--- config.mk ---
export PLATFORM = sky130hd
export DESIGN_NAME = fan_duty_map_and_stall_detect_unit
export DESIGN_NICKNAME = d
export VERILOG_FILES = /design/src/hdl/fdmsd_pkg.sv /design/src/hdl/fan_duty_map_and_stall_detect_unit.sv
export SDC_FILE = /design/constraint.sdc
export NUM_CORES = 1
export LEC_CHECK = 0
export BUFFER_PORTS_ARGS = -buffer_cell sky130_fd_sc_hd__clkbuf_2
export CORE_MARGIN = 3
export CORE_UTILIZATION = 64
export DETAILED_ROUTE_END_ITERATION = 16
export PLACE_DENSITY = 0.92
export SLEW_MARGIN = 20
export SYNTH_ARGS = -nofsm -noshare
export SYNTH_HDL_FRONTEND = slang
export SYNTH_SLANG_ARGS = --single-unit
--- constraint.sdc ---
create_clock -name clk -period 15.2 [get_ports clk]
set_input_delay 2.28 -clock clk [delete_from_list [all_inputs] [get_ports clk]]
set_output_delay 2.28 -clock clk [all_outputs]
set_load 0.05 [all_outputs]
--- src/hdl/fdmsd_pkg.sv ---
// ----------------------------------------------------------------------------
// fdmsd_pkg
// Types, constants and the microcode table of the fan duty map and stall
// detect unit.
// ----------------------------------------------------------------------------
package fdmsd_pkg;

	localparam int unsigned PWM_TOP_DEF     = 39;
	localparam int unsigned PERIOD_BITS_DEF = 20;
	localparam int unsigned RPM_NUM         = 30000000;
	localparam int unsigned RPM_NUM_W       = 25;
	localparam int unsigned PCT_FULL        = 100;

	localparam int unsigned ADDR_W = 5;

	// register indexes
	localparam logic [2:0] REG_TARGET_TEMP   = 3'd0;
	localparam logic [2:0] REG_DUTY_MIN      = 3'd1;
	localparam logic [2:0] REG_DUTY_MAX      = 3'd2;
	localparam logic [2:0] REG_PI_FULL_SCALE = 3'd3;
	localparam logic [2:0] REG_STALL_DUTY    = 3'd4;
	localparam logic [2:0] REG_STALL_TICKS   = 3'd5;
	localparam logic [2:0] REG_TACH_TIMEOUT  = 3'd6;

	// datapath operations
	localparam logic [2:0] OP_NONE     = 3'd0;
	localparam logic [2:0] OP_ACCEPT   = 3'd1;
	localparam logic [2:0] OP_LD_DUTY  = 3'd2;
	localparam logic [2:0] OP_DIV      = 3'd3;
	localparam logic [2:0] OP_DUTY     = 3'd4;
	localparam logic [2:0] OP_LD_CMP   = 3'd5;
	localparam logic [2:0] OP_CMP_RPM  = 3'd6;
	localparam logic [2:0] OP_FINISH   = 3'd7;

	// jump conditions
	localparam logic [2:0] COND_NEXT     = 3'd0;
	localparam logic [2:0] COND_NO_IN    = 3'd1;
	localparam logic [2:0] COND_DIV_BUSY = 3'd2;
	localparam logic [2:0] COND_OUT_BUSY = 3'd3;
	localparam logic [2:0] COND_ALWAYS   = 3'd4;

	// program steps
	localparam logic [3:0] ST_IDLE     = 4'd0;
	localparam logic [3:0] ST_LD_DUTY  = 4'd1;
	localparam logic [3:0] ST_DIV_DUTY = 4'd2;
	localparam logic [3:0] ST_DUTY     = 4'd3;
	localparam logic [3:0] ST_LD_CMP   = 4'd4;
	localparam logic [3:0] ST_CMP_RPM  = 4'd5;
	localparam logic [3:0] ST_DIV_RPM  = 4'd6;
	localparam logic [3:0] ST_FINISH   = 4'd7;
	localparam logic [3:0] ST_RETURN   = 4'd8;

	typedef struct packed {
		logic [2:0] op;
		logic [2:0] cond;
		logic [3:0] target;
	} ctl_t;

	function automatic ctl_t ucode(input logic [3:0] step);
		ctl_t w;
		case (step)
			ST_IDLE:     w = '{op: OP_ACCEPT,  cond: COND_NO_IN,    target: ST_IDLE};
			ST_LD_DUTY:  w = '{op: OP_LD_DUTY, cond: COND_NEXT,     target: ST_IDLE};
			ST_DIV_DUTY: w = '{op: OP_DIV,     cond: COND_DIV_BUSY, target: ST_DIV_DUTY};
			ST_DUTY:     w = '{op: OP_DUTY,    cond: COND_NEXT,     target: ST_IDLE};
			ST_LD_CMP:   w = '{op: OP_LD_CMP,  cond: COND_NEXT,     target: ST_IDLE};
			ST_CMP_RPM:  w = '{op: OP_CMP_RPM, cond: COND_NEXT,     target: ST_IDLE};
			ST_DIV_RPM:  w = '{op: OP_DIV,     cond: COND_DIV_BUSY, target: ST_DIV_RPM};
			ST_FINISH:   w = '{op: OP_FINISH,  cond: COND_OUT_BUSY, target: ST_FINISH};
			ST_RETURN:   w = '{op: OP_NONE,    cond: COND_ALWAYS,   target: ST_IDLE};
			default:     w = '{op: OP_NONE,    cond: COND_ALWAYS,   target: ST_IDLE};
		endcase
		return w;
	endfunction

endpackage

--- src/hdl/fan_duty_map_and_stall_detect_unit.sv ---
// ----------------------------------------------------------------------------
// fan_duty_map_and_stall_detect_unit
// Per-tick fan duty mapping, PWM compare value, tach RPM and stall flag,
// run by a microcoded sequencer over one shared restoring divider.
// ----------------------------------------------------------------------------
// channel   direction  handshake                    payload
// tick      in         tick_valid / tick_stall      temperature, pi_output,
//                                                   edge_seen, edge_period
// res       out        res_valid / res_stall        fan_duty, compare_value,
//                                                   fan_speed_rpm, stalled
// cfg       in         APB psel/penable/pwrite      paddr, pwdata, prdata
//
// The shared divider retires one quotient bit per cycle for the duty and RPM
// divisions; the compare value uses a reciprocal multiply.
// tick_stall is low only while the sequencer sits at its idle step.
// A finished result waits in the output register; the sequencer holds its
// finish step while res_stall keeps the previous result in place.
// arst_n clears control state and loads register defaults.
// ----------------------------------------------------------------------------
module fan_duty_map_and_stall_detect_unit
	import fdmsd_pkg::*;
#(
	parameter int unsigned PWM_TOP     = PWM_TOP_DEF,
	parameter int unsigned PERIOD_BITS = PERIOD_BITS_DEF
) (
	input  logic                clk,
	input  logic                arst_n,
	input  logic                tick_valid,
	output logic                tick_stall,
	input  logic signed [11:0]  temperature,
	input  logic [15:0]         pi_output,
	input  logic                edge_seen,
	input  logic [19:0]         edge_period,
	output logic                res_valid,
	input  logic                res_stall,
	output logic [6:0]          fan_duty,
	output logic [5:0]          compare_value,
	output logic [15:0]         fan_speed_rpm,
	output logic                stalled,
	input  logic                psel,
	input  logic                penable,
	input  logic                pwrite,
	input  logic [ADDR_W-1:0]   paddr,
	input  logic [31:0]         pwdata,
	output logic [31:0]         prdata,
	output logic                pready
);

	localparam int unsigned PWM_W  = $clog2(PWM_TOP + 1);
	localparam int unsigned CMP_W  = 7 + PWM_W;
	localparam int unsigned PROD_W = 23;
	localparam int unsigned DIV_A  = (CMP_W > PROD_W) ? CMP_W : PROD_W;
	localparam int unsigned DIV_W  = (DIV_A > RPM_NUM_W) ? DIV_A : RPM_NUM_W;
	localparam int unsigned DVS_W  = PERIOD_BITS;
	localparam int unsigned CNT_W  = $clog2(DIV_W + 1);

	// reciprocal of 100 for the compare value
	localparam int unsigned CMP_SH = CMP_W + 7;
	localparam int unsigned REC_W  = CMP_W + 1;
	localparam int unsigned RP_W   = CMP_W + REC_W;
	localparam longint unsigned CMP_REC =
		((64'd1 << CMP_SH) + 64'(PCT_FULL) - 64'd1) / 64'(PCT_FULL);

	// configuration registers
	logic signed [11:0] target_temp_q;
	logic [6:0]         duty_min_q;
	logic [6:0]         duty_max_q;
	logic [15:0]        pi_fs_q;
	logic [6:0]         stall_duty_q;
	logic [7:0]         stall_ticks_q;
	logic [7:0]         tach_timeout_q;

	// sequencer
	logic [3:0] pc_q;
	logic [3:0] pc_d;
	ctl_t       ctl;
	logic       take;

	// state
	logic [PERIOD_BITS-1:0] period_q;
	logic                   capture_valid_q;
	logic [7:0]             silence_q;
	logic [7:0]             stall_cnt_q;
	logic                   stall_flag_q;

	// tick operands and intermediates
	logic signed [11:0] temp_q;
	logic [15:0]        pi_q;
	logic [6:0]         duty_q;
	logic [5:0]         cmp_q;

	// divider
	logic [DIV_W-1:0] quo_q;
	logic [DVS_W-1:0] rem_q;
	logic [DVS_W-1:0] dvs_q;
	logic [CNT_W-1:0] cnt_q;
	logic [DVS_W:0]   trial;
	logic [DVS_W:0]   diff;

	// output register
	logic res_valid_q;

	logic cfg_wr;
	logic tick_xfer;
	logic out_free;
	logic [6:0]        span;
	logic [15:0]       fs;
	logic [PROD_W-1:0] prod;
	logic [DIV_W:0]    sum;
	logic [6:0]        duty_d;
	logic [CMP_W-1:0]  cmp_prod;
	logic [RP_W-1:0]   cmp_mul;
	logic [CMP_W-1:0]  cmp_quo;
	logic [15:0]       rpm_raw;
	logic [15:0]       rpm_d;
	logic [7:0]        sil_inc;
	logic [7:0]        sc_inc;
	logic              timed_out;

	assign pready     = 1'b1;
	assign cfg_wr     = psel && penable && pwrite && pready;
	assign tick_stall = (pc_q != ST_IDLE);
	assign tick_xfer  = tick_valid && !tick_stall;
	assign res_valid  = res_valid_q;
	assign out_free   = !res_valid_q || !res_stall;
	assign ctl        = ucode(pc_q);

	always_comb begin
		case (paddr[4:2])
			REG_TARGET_TEMP:   prdata = {{20{target_temp_q[11]}}, target_temp_q};
			REG_DUTY_MIN:      prdata = {25'd0, duty_min_q};
			REG_DUTY_MAX:      prdata = {25'd0, duty_max_q};
			REG_PI_FULL_SCALE: prdata = {16'd0, pi_fs_q};
			REG_STALL_DUTY:    prdata = {25'd0, stall_duty_q};
			REG_STALL_TICKS:   prdata = {24'd0, stall_ticks_q};
			REG_TACH_TIMEOUT:  prdata = {24'd0, tach_timeout_q};
			default:           prdata = 32'd0;
		endcase
	end

	always_comb begin
		case (ctl.cond)
			COND_NO_IN:    take = !tick_valid;
			COND_DIV_BUSY: take = (cnt_q != CNT_W'(1));
			COND_OUT_BUSY: take = !out_free;
			COND_ALWAYS:   take = 1'b1;
			default:       take = 1'b0;
		endcase
		pc_d = take ? ctl.target : pc_q + 4'd1;
	end

	// arithmetic
	assign span = (duty_max_q > duty_min_q) ? (duty_max_q - duty_min_q) : 7'd0;
	assign fs   = (pi_fs_q == 16'd0) ? 16'd1 : pi_fs_q;
	assign prod = PROD_W'(pi_q) * PROD_W'(span);
	assign sum  = (DIV_W + 1)'(duty_min_q) + (DIV_W + 1)'(quo_q);

	always_comb begin
		if (sum > (DIV_W + 1)'(127)) begin
			duty_d = 7'd127;
		end else begin
			duty_d = sum[6:0];
		end
		if (duty_d > duty_max_q) begin
			duty_d = duty_max_q;
		end
		if (temp_q < target_temp_q) begin
			duty_d = 7'd0;
		end
	end

	assign cmp_prod = CMP_W'(duty_q) * CMP_W'(PWM_TOP);
	assign cmp_mul  = RP_W'(quo_q[CMP_W-1:0]) * RP_W'(CMP_REC);
	assign cmp_quo  = CMP_W'(cmp_mul >> CMP_SH);
	assign rpm_raw  = (quo_q > DIV_W'(16'hFFFF)) ? 16'hFFFF : quo_q[15:0];
	assign sil_inc  = (silence_q == 8'hFF) ? silence_q : silence_q + 8'd1;
	assign sc_inc   = (stall_cnt_q == 8'hFF) ? stall_cnt_q : stall_cnt_q + 8'd1;
	assign timed_out = (sil_inc >= tach_timeout_q);
	assign rpm_d    = (capture_valid_q && (period_q != '0) && !timed_out) ? rpm_raw : 16'd0;

	assign trial = {rem_q, quo_q[DIV_W-1]};
	assign diff  = trial - {1'b0, dvs_q};

	// control state
	always_ff @(posedge clk or negedge arst_n) begin
		if (!arst_n) begin
			target_temp_q   <= 12'sd800;
			duty_min_q      <= 7'd30;
			duty_max_q      <= 7'd100;
			pi_fs_q         <= 16'd100;
			stall_duty_q    <= 7'd25;
			stall_ticks_q   <= 8'd20;
			tach_timeout_q  <= 8'd5;
			pc_q            <= ST_IDLE;
			cnt_q           <= '0;
			period_q        <= '0;
			capture_valid_q <= 1'b0;
			silence_q       <= 8'd0;
			stall_cnt_q     <= 8'd0;
			stall_flag_q    <= 1'b0;
			res_valid_q     <= 1'b0;
		end else begin
			if (cfg_wr) begin
				case (paddr[4:2])
					REG_TARGET_TEMP:   target_temp_q  <= pwdata[11:0];
					REG_DUTY_MIN:      duty_min_q     <= pwdata[6:0];
					REG_DUTY_MAX:      duty_max_q     <= pwdata[6:0];
					REG_PI_FULL_SCALE: pi_fs_q        <= pwdata[15:0];
					REG_STALL_DUTY:    stall_duty_q   <= pwdata[6:0];
					REG_STALL_TICKS:   stall_ticks_q  <= pwdata[7:0];
					REG_TACH_TIMEOUT:  tach_timeout_q <= pwdata[7:0];
					default: ;
				endcase
			end
			pc_q <= pc_d;
			if (res_valid_q && !res_stall) begin
				res_valid_q <= 1'b0;
			end
			case (ctl.op)
				OP_ACCEPT: begin
					if (tick_xfer && edge_seen) begin
						period_q        <= PERIOD_BITS'(edge_period);
						capture_valid_q <= 1'b1;
						silence_q       <= 8'd0;
					end
				end
				OP_LD_DUTY, OP_CMP_RPM: cnt_q <= CNT_W'(DIV_W);
				OP_DIV: cnt_q <= cnt_q - CNT_W'(1);
				OP_FINISH: begin
					if (out_free) begin
						silence_q   <= sil_inc;
						res_valid_q <= 1'b1;
						if (timed_out) begin
							capture_valid_q <= 1'b0;
						end
						if ((duty_q >= stall_duty_q) && (rpm_d == 16'd0)) begin
							stall_cnt_q <= sc_inc;
							if (sc_inc >= stall_ticks_q) begin
								stall_flag_q <= 1'b1;
							end
						end else begin
							stall_cnt_q  <= 8'd0;
							stall_flag_q <= 1'b0;
						end
					end
				end
				default: ;
			endcase
		end
	end

	// datapath payload
	always_ff @(posedge clk) begin
		case (ctl.op)
			OP_ACCEPT: begin
				if (tick_xfer) begin
					temp_q <= temperature;
					pi_q   <= pi_output;
				end
			end
			OP_LD_DUTY: begin
				quo_q <= DIV_W'(prod);
				rem_q <= '0;
				dvs_q <= DVS_W'(fs);
			end
			OP_DIV: begin
				if (!diff[DVS_W]) begin
					rem_q <= diff[DVS_W-1:0];
				end else begin
					rem_q <= trial[DVS_W-1:0];
				end
				quo_q <= {quo_q[DIV_W-2:0], !diff[DVS_W]};
			end
			OP_DUTY: duty_q <= duty_d;
			OP_LD_CMP: quo_q <= DIV_W'(cmp_prod);
			OP_CMP_RPM: begin
				cmp_q <= (cmp_quo > CMP_W'(63)) ? 6'd63 : cmp_quo[5:0];
				quo_q <= DIV_W'(RPM_NUM);
				rem_q <= '0;
				dvs_q <= period_q;
			end
			OP_FINISH: begin
				if (out_free) begin
					fan_duty      <= duty_q;
					compare_value <= cmp_q;
					fan_speed_rpm <= rpm_d;
				end
			end
			default: ;
		endcase
	end

	assign stalled = stall_flag_q;

	a_zero_duty_zero_cmp: assert property (@(posedge clk) disable iff (!arst_n)
		(res_valid_q && fan_duty == 7'd0) |-> (compare_value == 6'd0))
		else $error("compare value nonzero with zero duty");

	a_flag_has_count: assert property (@(posedge clk) disable iff (!arst_n)
		stall_flag_q |-> (stall_cnt_q != 8'd0))
		else $error("stall flag set without stall count");

	a_div_only_in_div_steps: assert property (@(posedge clk) disable iff (!arst_n)
		(cnt_q != '0) |-> (pc_q == ST_DIV_DUTY || pc_q == ST_DIV_RPM))
		else $error("divider count live outside a divide step");

	a_tick_starts_program: assert property (@(posedge clk) disable iff (!arst_n)
		tick_xfer |=> (pc_q == ST_LD_DUTY))
		else $error("tick transfer did not start the program");

endmodule
# Word level (Yosys, flattened, before mapping)
# Memories as Yosys holds them, arrays and structs flattened.
# Index checks and enable logic that the tools add are counted.
[word_totals] memories=1 elab_cells=137 in_bits=93 mem_bits_ro=144 regBits=248 output_inout_bits=65
[classes] add_sub_neg=7 magnitude_cmp=9 eq_ne=24 multipliers=3 reduce_logical=39 mux=29
[mem_list] name="(no name shown)" words=16 width=9 rd=1 rd_clocked_by_memory_dff=0 wr=0 line="fdmsd_pkg.sv:61" source="case (step)"
[op_table] operator="32-bit one-hot mux with 7 select lines" count=1
[op_table] operator="25-bit one-hot mux with 4 select lines" count=1
[op_table] operator="20-bit one-hot mux with 2 select lines" count=2
[op_table] operator="16-bit two-way mux" count=3
[op_table] operator="8-bit two-way mux" count=5
[op_table] operator="16-bit zero test" count=2
[op_table] operator="7-bit by 25-bit adder with 26-bit output" count=1
[op_table] operator="26-bit by 7-bit > comparator with 1-bit output (second input constant)" count=1
[op_table] operator="13-bit by 13-bit multiplier with 26-bit output (second input constant)" count=1
[op_table] operator="25-bit by 16-bit > comparator with 1-bit output (second input constant)" count=1
[op_table] operator="3-bit == test (second input constant)" count=8
[op_table] operator="16-bit by 7-bit multiplier with 23-bit output" count=1
[op_table] operator="7-bit two-way mux" count=3
[op_table] operator="21-bit by 20-bit subtractor with 21-bit output" count=1
[op_table] operator="20-bit two-way mux" count=1
[op_table] operator="2-bit AND reduction" count=10
[op_table] operator="20-bit nonzero test" count=1
[op_table] operator="3-bit by 2-bit == test with 1-bit output (second input constant)" count=6
[op_table] operator="8-bit by 1-bit adder with 8-bit output (second input constant)" count=2
[op_table] operator="8-bit == test (second input constant)" count=2
[op_table] operator="8-bit >= comparator" count=2
[op_table] operator="8-bit one-hot mux with 2 select lines" count=1
[op_table] operator="7-bit > comparator" count=2
[op_table] operator="7-bit by 6-bit multiplier with 13-bit output (second input constant)" count=1
[op_table] operator="other kinds (24)" count=52

# Depth between registers and ports, before layout
# Gate-level depths: netlist (run 1).
[depth] depth_word=10 depth_mapped=31 ltp_nobuf=30

# Worst setup path after synthesis (run 1)
# No wires, ideal clock.
[synth_path] path_kind="input to output" from="in paddr[4]" to="out prdata[17]" path_buffers=3 t_arrival_ns=5.877 setup_slack_ns=7.043 cell_stages=4 cell_sequence="clkbuf_1 -> clkbuf_1 -> nor4_1 -> buf_4"
[synth_via] elab_chain_cells=2 elab_cells_between_ends=8 classes_between="6 x eq/ne; 1 x mux; 1 x reduce/logical"
[synth_rtl] item="start: declaration" line="fan_duty_map_and_stall_detect_unit.sv:43" source="input logic [ADDR_W-1:0] paddr,"
[synth_rtl] item="3-bit == test, or another cell as far along" line="fan_duty_map_and_stall_detect_unit.sv:129" source="case (paddr[4:2])"
[synth_rtl] item="32-bit one-hot mux with 7 select lines (*)" line="fan_duty_map_and_stall_detect_unit.sv:129"
[synth_rtl] item="end: declaration" line="fan_duty_map_and_stall_detect_unit.sv:45" source="output logic [31:0] prdata,"
# Mark *: on every way between the ends. The rest lies on a longest branch, timed or not.

# Worst setup path in the final report (run 1)
[layout_path] from="reg duty_min_q[1]" to="reg quo_q[19], data pin"
[layout_via] elab_chain_cells=4 elab_cells_between_ends=5 classes_between="1 x add/sub; 1 x mul; 1 x order compare; 2 x mux"
[layout_rtl] item="start: declaration" line="fan_duty_map_and_stall_detect_unit.sv:66" source="logic [6:0] duty_min_q;"
[layout_rtl] item="start signal: assignment" line="fan_duty_map_and_stall_detect_unit.sv:206" source="REG_DUTY_MIN: duty_min_q <= pwdata[6:0];"
[layout_rtl] item="7-bit subtractor / 7-bit > comparator (equally long branches)" line="fan_duty_map_and_stall_detect_unit.sv:153" source="assign span = (duty_max_q > duty_min_q) ? (duty_max_q - duty_min_q) : 7'd0;"
[layout_rtl] item="7-bit two-way mux (*)" line="fan_duty_map_and_stall_detect_unit.sv:153"
[layout_rtl] item="16-bit by 7-bit multiplier with 23-bit output (*)" line="fan_duty_map_and_stall_detect_unit.sv:155" source="assign prod = PROD_W'(pi_q) * PROD_W'(span);"
[layout_rtl] item="25-bit one-hot mux with 4 select lines (*)" line="fan_duty_map_and_stall_detect_unit.sv:254" source="case (ctl.op)"
[layout_rtl] item="end signal: assignment" line="fan_duty_map_and_stall_detect_unit.sv:262" source="quo_q <= DIV_W'(prod);"
[layout_rtl] item="end signal: assignment" line="fan_duty_map_and_stall_detect_unit.sv:272" source="quo_q <= {quo_q[DIV_W-2:0], !diff[DVS_W]};"
[layout_rtl] item="end signal: assignment" line="fan_duty_map_and_stall_detect_unit.sv:275" source="OP_LD_CMP: quo_q <= DIV_W'(cmp_prod);"
[layout_rtl] item="end: declaration" line="fan_duty_map_and_stall_detect_unit.sv:93" source="logic [DIV_W-1:0] quo_q;"
# Marked as above.
# A chain may end at the register's enable or synchronous reset.

==> flow_metrics.py, run 1 <==
metrics = {
    "worst_hold_path": {
        "hp-class": "reg -> reg",
    },
    "drt": {
        "routed_wl_um": 55220,
        "ant_nets": 0,
        "wl_per_cell_um": 20.20,
        "viasPerCell": 6.253,
        "drt_iter0_markers": 1746,
        "drc": 0,
        "drtPass1Iterations": 8,
        "vias": 17100,
    },
    "floorplan": {
        "core_mm2": 0.03287,
        "initial_core_util": 0.6548,
        "fp.dieW_um": 189.4,
        "ios": 158,
        "dieHeight_um": 189.4,
        "die_area_mm2": 0.03586,
        "fp-row-count": 66,
    },
    "sta": {
        "relSlewSlack": 0.2251,
        "setup_tns_ns": 0,
        "rsz0062_at_grt": "false",
        "setup_viol": 0,
        "worst_pin_slew_ns": 1.158,
        "clock_skew_ns": 0.02180,
        "clock.fmax_mhz": 123.9,
        "fin_crit_ns": 8.073,
        "period_share": 0.5311,
        "finalMaxSlewViolations": 0,
        "finalHoldViolations": 0,
    },
    "synthesis": {
        "synth_seq_cells": 248,
        "synth_warnings": 0,
        "netlist_area_mm2": 0.02152,
        "synth_top_area_share": 0.1884,
        "syn_nets": 2639,
        "ys.flop_type": "edfxtp_1",
        "synth_cell_types": 93,
        "synth_edf_count": 135,
        "seq_area_frac_synth": 0.3209,
        "synthCells": 2160,
        "synth_area_leaders": "edfxtp_1 19%, ha_1 14%, fa_1 13%",
        "postSynthAreaPerCell_um2": 9.964,
        "synthArstFlopShare": 0.4556,
        "yosys.area.top_type": "edfxtp_1",
    },
    "global_route": {
        "grt_pass1_vias": 17640,
        "grt.overflow.total": 0,
        "grt_pass1_wl_um": 89640,
        "grt_usage": 0.3096,
        "grt_max_degree": 80,
        "antenna_found_initial": 0,
    },
    "cts": {
        "cts_setup_buffers": 0,
        "clkSinkCount": 248,
        "path_clk_slew_ns": 0.06,
        "ctsLongestPathBuffers": 3,
        "cts_tree": "done",
        "cts_resized": 0,
        "cts_inserted_buffers": 28,
        "htree_levels": 1,
        "clk_latency_ns": 0.57,
        "postCtsHoldBufs": 0,
        "cts-root-buf": "clkbuf_16",
    },
    "critical_path": {
        "startpoint": "duty_min_q[1]",
        "cp.arrival_ns": 8.39,
        "r2r-end": "quo_q[19]",
        "crit_type": "reg -> reg",
        "cp-start-kind": "flop",
        "crit_required_ns": 15.52,
        "crit_end": "quo_q[19]",
        "reg2reg_from": "duty_min_q[1]",
        "cp_max_fo": 16,
        "reg2regPathDepth": 27,
        "rrSetupSlack_ns": 7.13,
        "cp-end-kind": "flop",
    },
    "finish": {
        "layout_commonest_cell": "inv_1",
        "final_util": 0.7139,
        "syn_to_final_growth_pct": 9.029,
        "drive_above_1_share": 0.1283,
        "final_cell_mix": "301 x inv_1, 248 x ha_1, 190 x nand2_1",
        "diodes": 0,
        "fin_nets": 2749,
    },
    "flow_run": {
        "cap_violations": 0,
    },
    "placed_design": {
        "placement.io_buffers": 138,
        "place_congestion": 0.9532,
        "hpwlAfterDp_um": 41240,
    },
    "outcome": {
        "status": "completed",
    },
}
## flip-flops by register name, summed over array words and instances, names as in the netlist, 12 cells and up
register / cells
quo_q: 25
fan_speed_rpm: 16
target_temp_q: 12
pi_fs_q: 16
rem_q: 20
pi_q: 16
temp_q: 12
period_q: 20
dvs_q: 20
## how the worst min path moves through the flow
stage          startpoint                to  cells past startpoint
2_1_floorplan    cmp_q[0]  compare_value[0]                      0
3_3_place_gp     cmp_q[2]  compare_value[2]                      0
3_5_place_dp     cmp_q[1]  compare_value[1]                      0
4_1_cts          cmp_q[1]  compare_value[1]                      0
5_1_grt          cmp_q[1]  compare_value[1]                      0
6_report         cmp_q[3]  compare_value[3]                      0
## per-layer routing
metal	share of wire	wire [µm]	track usage
met5	0	0	0
met2	0.48	26770	0.5233
met4	0.049	2721	0.1393
met1	0.38	20860	0.3915
met3	0.088	4869	0.05406
## area by class of cell
type | count | area [µm²]
Multi-Input combinational cell | 1540 | 13140
Fill cell | 2222 | 9402
Sequential cell | 248 | 6907
Inverter | 303 | 1137
Clock buffer | 43 | 874.6
Timing Repair Buffer | 149 | 775.7
Tap cell | 442 | 553.0
Clock inverter | 9 | 81.33
## synthesized netlist by cell type, types with 15 or more instances
cell type and n:
a21oi_1 107, nor3_1 27, a21o_1 35, dfrtp_1 93, o21ai_1 19, inv_1 301
dfstp_2 20, clkbuf_1 38, mux2i_1 33, nor2_1 108, o21ai_0 115, mux2_2 32
ha_1 248, and2_1 89, buf_4 17, nand2_1 190, mux2_1 23, nand3_1 45
xor2_1 29, edfxtp_1 135, xnor2_1 44, fa_1 138, and3_1 15, o21a_1 31
nand2b_1 24, nor4_1 16
## kinds of logic after synthesis
group                    count (synthesis)  synth area share
AO/OA/AOI/OAI                          416            0.1242
XOR/XNOR                                74           0.03099
adder cells (fa/ha/maj)                386            0.2725
buffers and inverters                  372           0.07116
flip-flops                             248            0.3209
multiplexers                            94           0.05040
other                                    1         0.0001742
AND/OR/NAND/NOR                        569            0.1296
## critical path, stage by stage, from the launching register on
cell and delay (ns):
dfstp_2 0.62, inv_1 0.12, ha_1 0.32, nor2b_1 0.13, o21ai_0 0.20, a21boi_1 0.12
o21a_1 0.19, or2_2 0.28, xnor2_1 0.12, nor2_1 0.87, nand2_1 0.21, fa_1 0.56
fa_1 0.56, inv_1 0.06, fa_1 0.54, inv_1 0.06, fa_1 0.53, inv_1 0.04
ha_1 0.35, o211ai_1 0.17, a21boi_2 0.22, a31oi_1 0.17, o32ai_1 0.42, nand2_1 0.11
o211ai_1 0.23, mux2i_1 0.30, nand3_1 0.10, and3_1 0.23
## metrics by stage
stage / hold slack, ns / area, µm² / instances / worst slack [ns]
3_3_place_gp: 0.4046 / 22490 / 2682 / 7.615
4_1_cts: 0.4249 / 23450 / 2734 / 7.217
3_5_place_dp: 0.4117 / 22490 / 2682 / 7.298
2_1_floorplan: 0.4003 / 21520 / 2160 / 7.043
6_report: 0.4237 / 23470 / 2734 / 7.127
5_1_grt: 0.4378 / 23470 / 2734 / 6.660
Power of run 1 is left out: the tool's default activity adds up to more than one toggle a clock period on the data nets, which glitch-free logic cannot reach.
==> inputs of run 2 (changes only) <==
--- a/config.mk
+++ b/config.mk
@@ -7,9 +7,9 @@
 export LEC_CHECK = 0
 export BUFFER_PORTS_ARGS = -buffer_cell sky130_fd_sc_hd__clkbuf_2
 export CORE_MARGIN = 3
-export CORE_UTILIZATION = 64
+export CORE_UTILIZATION = 56
 export DETAILED_ROUTE_END_ITERATION = 16
-export PLACE_DENSITY = 0.92
+export PLACE_DENSITY = 0.86
 export SLEW_MARGIN = 20
 export SYNTH_ARGS = -nofsm -noshare
 export SYNTH_HDL_FRONTEND = slang
==> constraint.sdc (replaced) <==
create_clock -name clk -period 7.2 [get_ports clk]
set_input_delay 1.08 -clock clk [delete_from_list [all_inputs] [get_ports clk]]
set_output_delay 1.08 -clock clk [all_outputs]
set_load 0.05 [all_outputs]
==> flow_metrics.py, run 2 (synthesis results as in run 1) <==
metrics = {
    "cts": {
        "cts_tree": "done",
        "postCtsHoldBufs": 0,
        "clk_latency_ns": 0.59,
        "path_clk_slew_ns": 0.06,
        "ctsLongestPathBuffers": 3,
        "cts_inserted_buffers": 29,
        "htree_levels": 1,
        "clkSinkCount": 248,
        "cts-root-buf": "clkbuf_16",
    },
    "drt": {
        "drt_iter0_markers": 1407,
        "routed_wl_um": 54420,
        "vias": 16760,
        "drtPass1Iterations": 6,
        "wl_per_cell_um": 19.23,
        "ant_nets": 0,
        "viasPerCell": 5.921,
        "drc": 0,
    },
    "global_route": {
        "grt_busiest_layer": "met2",
        "grt.overflow.total": 0,
        "use_met2": 0.4487,
        "grt_pass1_vias": 17330,
        "grtUsageMet1": 0.3501,
        "grt_max_degree": 65,
        "grt_usage": 0.2652,
        "antenna_found_initial": 0,
        "grt_pass1_wl_um": 88770,
        "use_met3": 0.04510,
    },
    "critical_path": {
        "cp_slowest_stage_delay_ns": 0.54,
        "crit_required_ns": 7.49,
        "crit_type": "reg -> reg",
        "reg2regPathDepth": 29,
        "crit_top_cell": "fa_1",
        "cpMaxStageDelayCell": "dfstp_2",
        "critPathBufInv": 5,
        "rrSetupSlack_ns": 0.18,
        "reg2reg_from": "duty_min_q[1]",
        "cp.depth": 29,
        "crit_family": "adder cells",
        "r2r-end": "quo_q[16]",
        "cp-start-kind": "flop",
        "startpoint": "duty_min_q[1]",
        "cp-end-kind": "flop",
        "crit_end": "quo_q[16]",
        "cp.arrival_ns": 7.31,
        "cp_max_fo": 10,
    },
    "floorplan": {
        "fp.dieW_um": 202.0,
        "core_mm2": 0.03776,
        "die_area_mm2": 0.04082,
        "ios": 158,
        "dieHeight_um": 202.0,
        "fp-row-count": 71,
        "initial_core_util": 0.5700,
    },
    "finish": {
        "largest_register_ffs": 25,
        "fin_area_mm2": 0.02388,
        "syn_to_final_growth_pct": 10.96,
        "final_cell_mix": "301 x inv_1, 245 x ha_1, 189 x nand2_1",
        "diodes": 0,
        "layout_commonest_cell": "inv_1",
        "fin_nets": 2775,
        "largest-register": "quo_q",
        "nFillCells": 2860,
        "drive_above_1_share": 0.1479,
        "final_util": 0.6325,
    },
    "sta": {
        "fin_crit_ns": 7.017,
        "finalMaxSlewViolations": 0,
        "setup_viol": 0,
        "clock_skew_ns": 0.02804,
        "clock.fmax_mhz": 142.5,
        "period_share": 0.9745,
        "worst_pin_slew_ns": 1.019,
        "relSlewSlack": 0.3194,
        "setup_tns_ns": 0,
        "finalWorstSetupSlack_ns": 0.1835,
        "finalHoldViolations": 0,
    },
    "outcome": {
        "status": "completed",
    },
    "placed_design": {
        "pre_cts_slack_ns": -0.1288,
        "hpwlAfterDp_um": 40890,
        "dpl_cell_area_mm2": 0.02269,
        "place_congestion": 0.9478,
        "placement.io_buffers": 138,
    },
    "worst_hold_path": {
        "hp-class": "reg -> reg",
    },
    "flow_run": {
        "cap_violations": 0,
    },
}
-- run 2: cell types whose count changed in the layout (fill, tap and decap cells not counted), moves of 3 or more --
| cell | previous run | this run |
|---|---|---|
| buf_4 | 12 | 34 |
| clkbuf_8 | 5 | 2 |
| clkinv_4 | 1 | 4 |
| ha_1 | 248 | 245 |
| inv_4 | 3 | 0 |
| nor2_1 | 105 | 100 |
| nor2_2 | 2 | 5 |
-- run 2: what timing repair did --
item / CTS / global route
setup endpoints to repair: 3 / 11
buffers inserted: 0 / 9
pin swaps: 0 / 20
gates resized for setup: 6 / 29
-- run 2: worst min path at each step --
stage	from	endpoint	slack, ns	depth (start not counted)
floorplan	cmp_q[0]	compare_value[0]	0.40	0
global placement	cmp_q[5]	compare_value[5]	0.40	0
detailed placement	cmp_q[0]	compare_value[0]	0.41	0
CTS	cmp_q[0]	compare_value[0]	0.42	0
global route	cmp_q[2]	compare_value[2]	0.43	0
finish	cmp_q[0]	compare_value[0]	0.42	0
-- run 2: cell type report --
type,count,area (µm²),share of cell area
Multi-Input combinational cell,1540,13290,0.5565
Tap cell,511,639.4,0.02677
Sequential cell,248,6907,0.2892
Clock inverter,15,112.6,0.004715
Clock buffer,39,804.5,0.03369
Timing Repair Buffer,174,991.0,0.04149
Inverter,303,1137,0.04762
-- run 2: per-layer routing --
| metal | share of wire | wire, µm |
|---|---|---|
| met1 | 0.39 | 21420 |
| met2 | 0.49 | 26490 |
| met3 | 0.082 | 4444 |
| met4 | 0.038 | 2064 |
| met5 | 0 | 0 |
-- run 2: metrics by stage --
stage                     hold slack, ns  cells
after floorplan                   0.4003   2160
after global placement            0.4013   2766
after detailed placement          0.4071   2766
after CTS                         0.4202   2820
after global routing              0.4298   2830
final                             0.4178   2830
Power of run 2 is left out for the same reason.
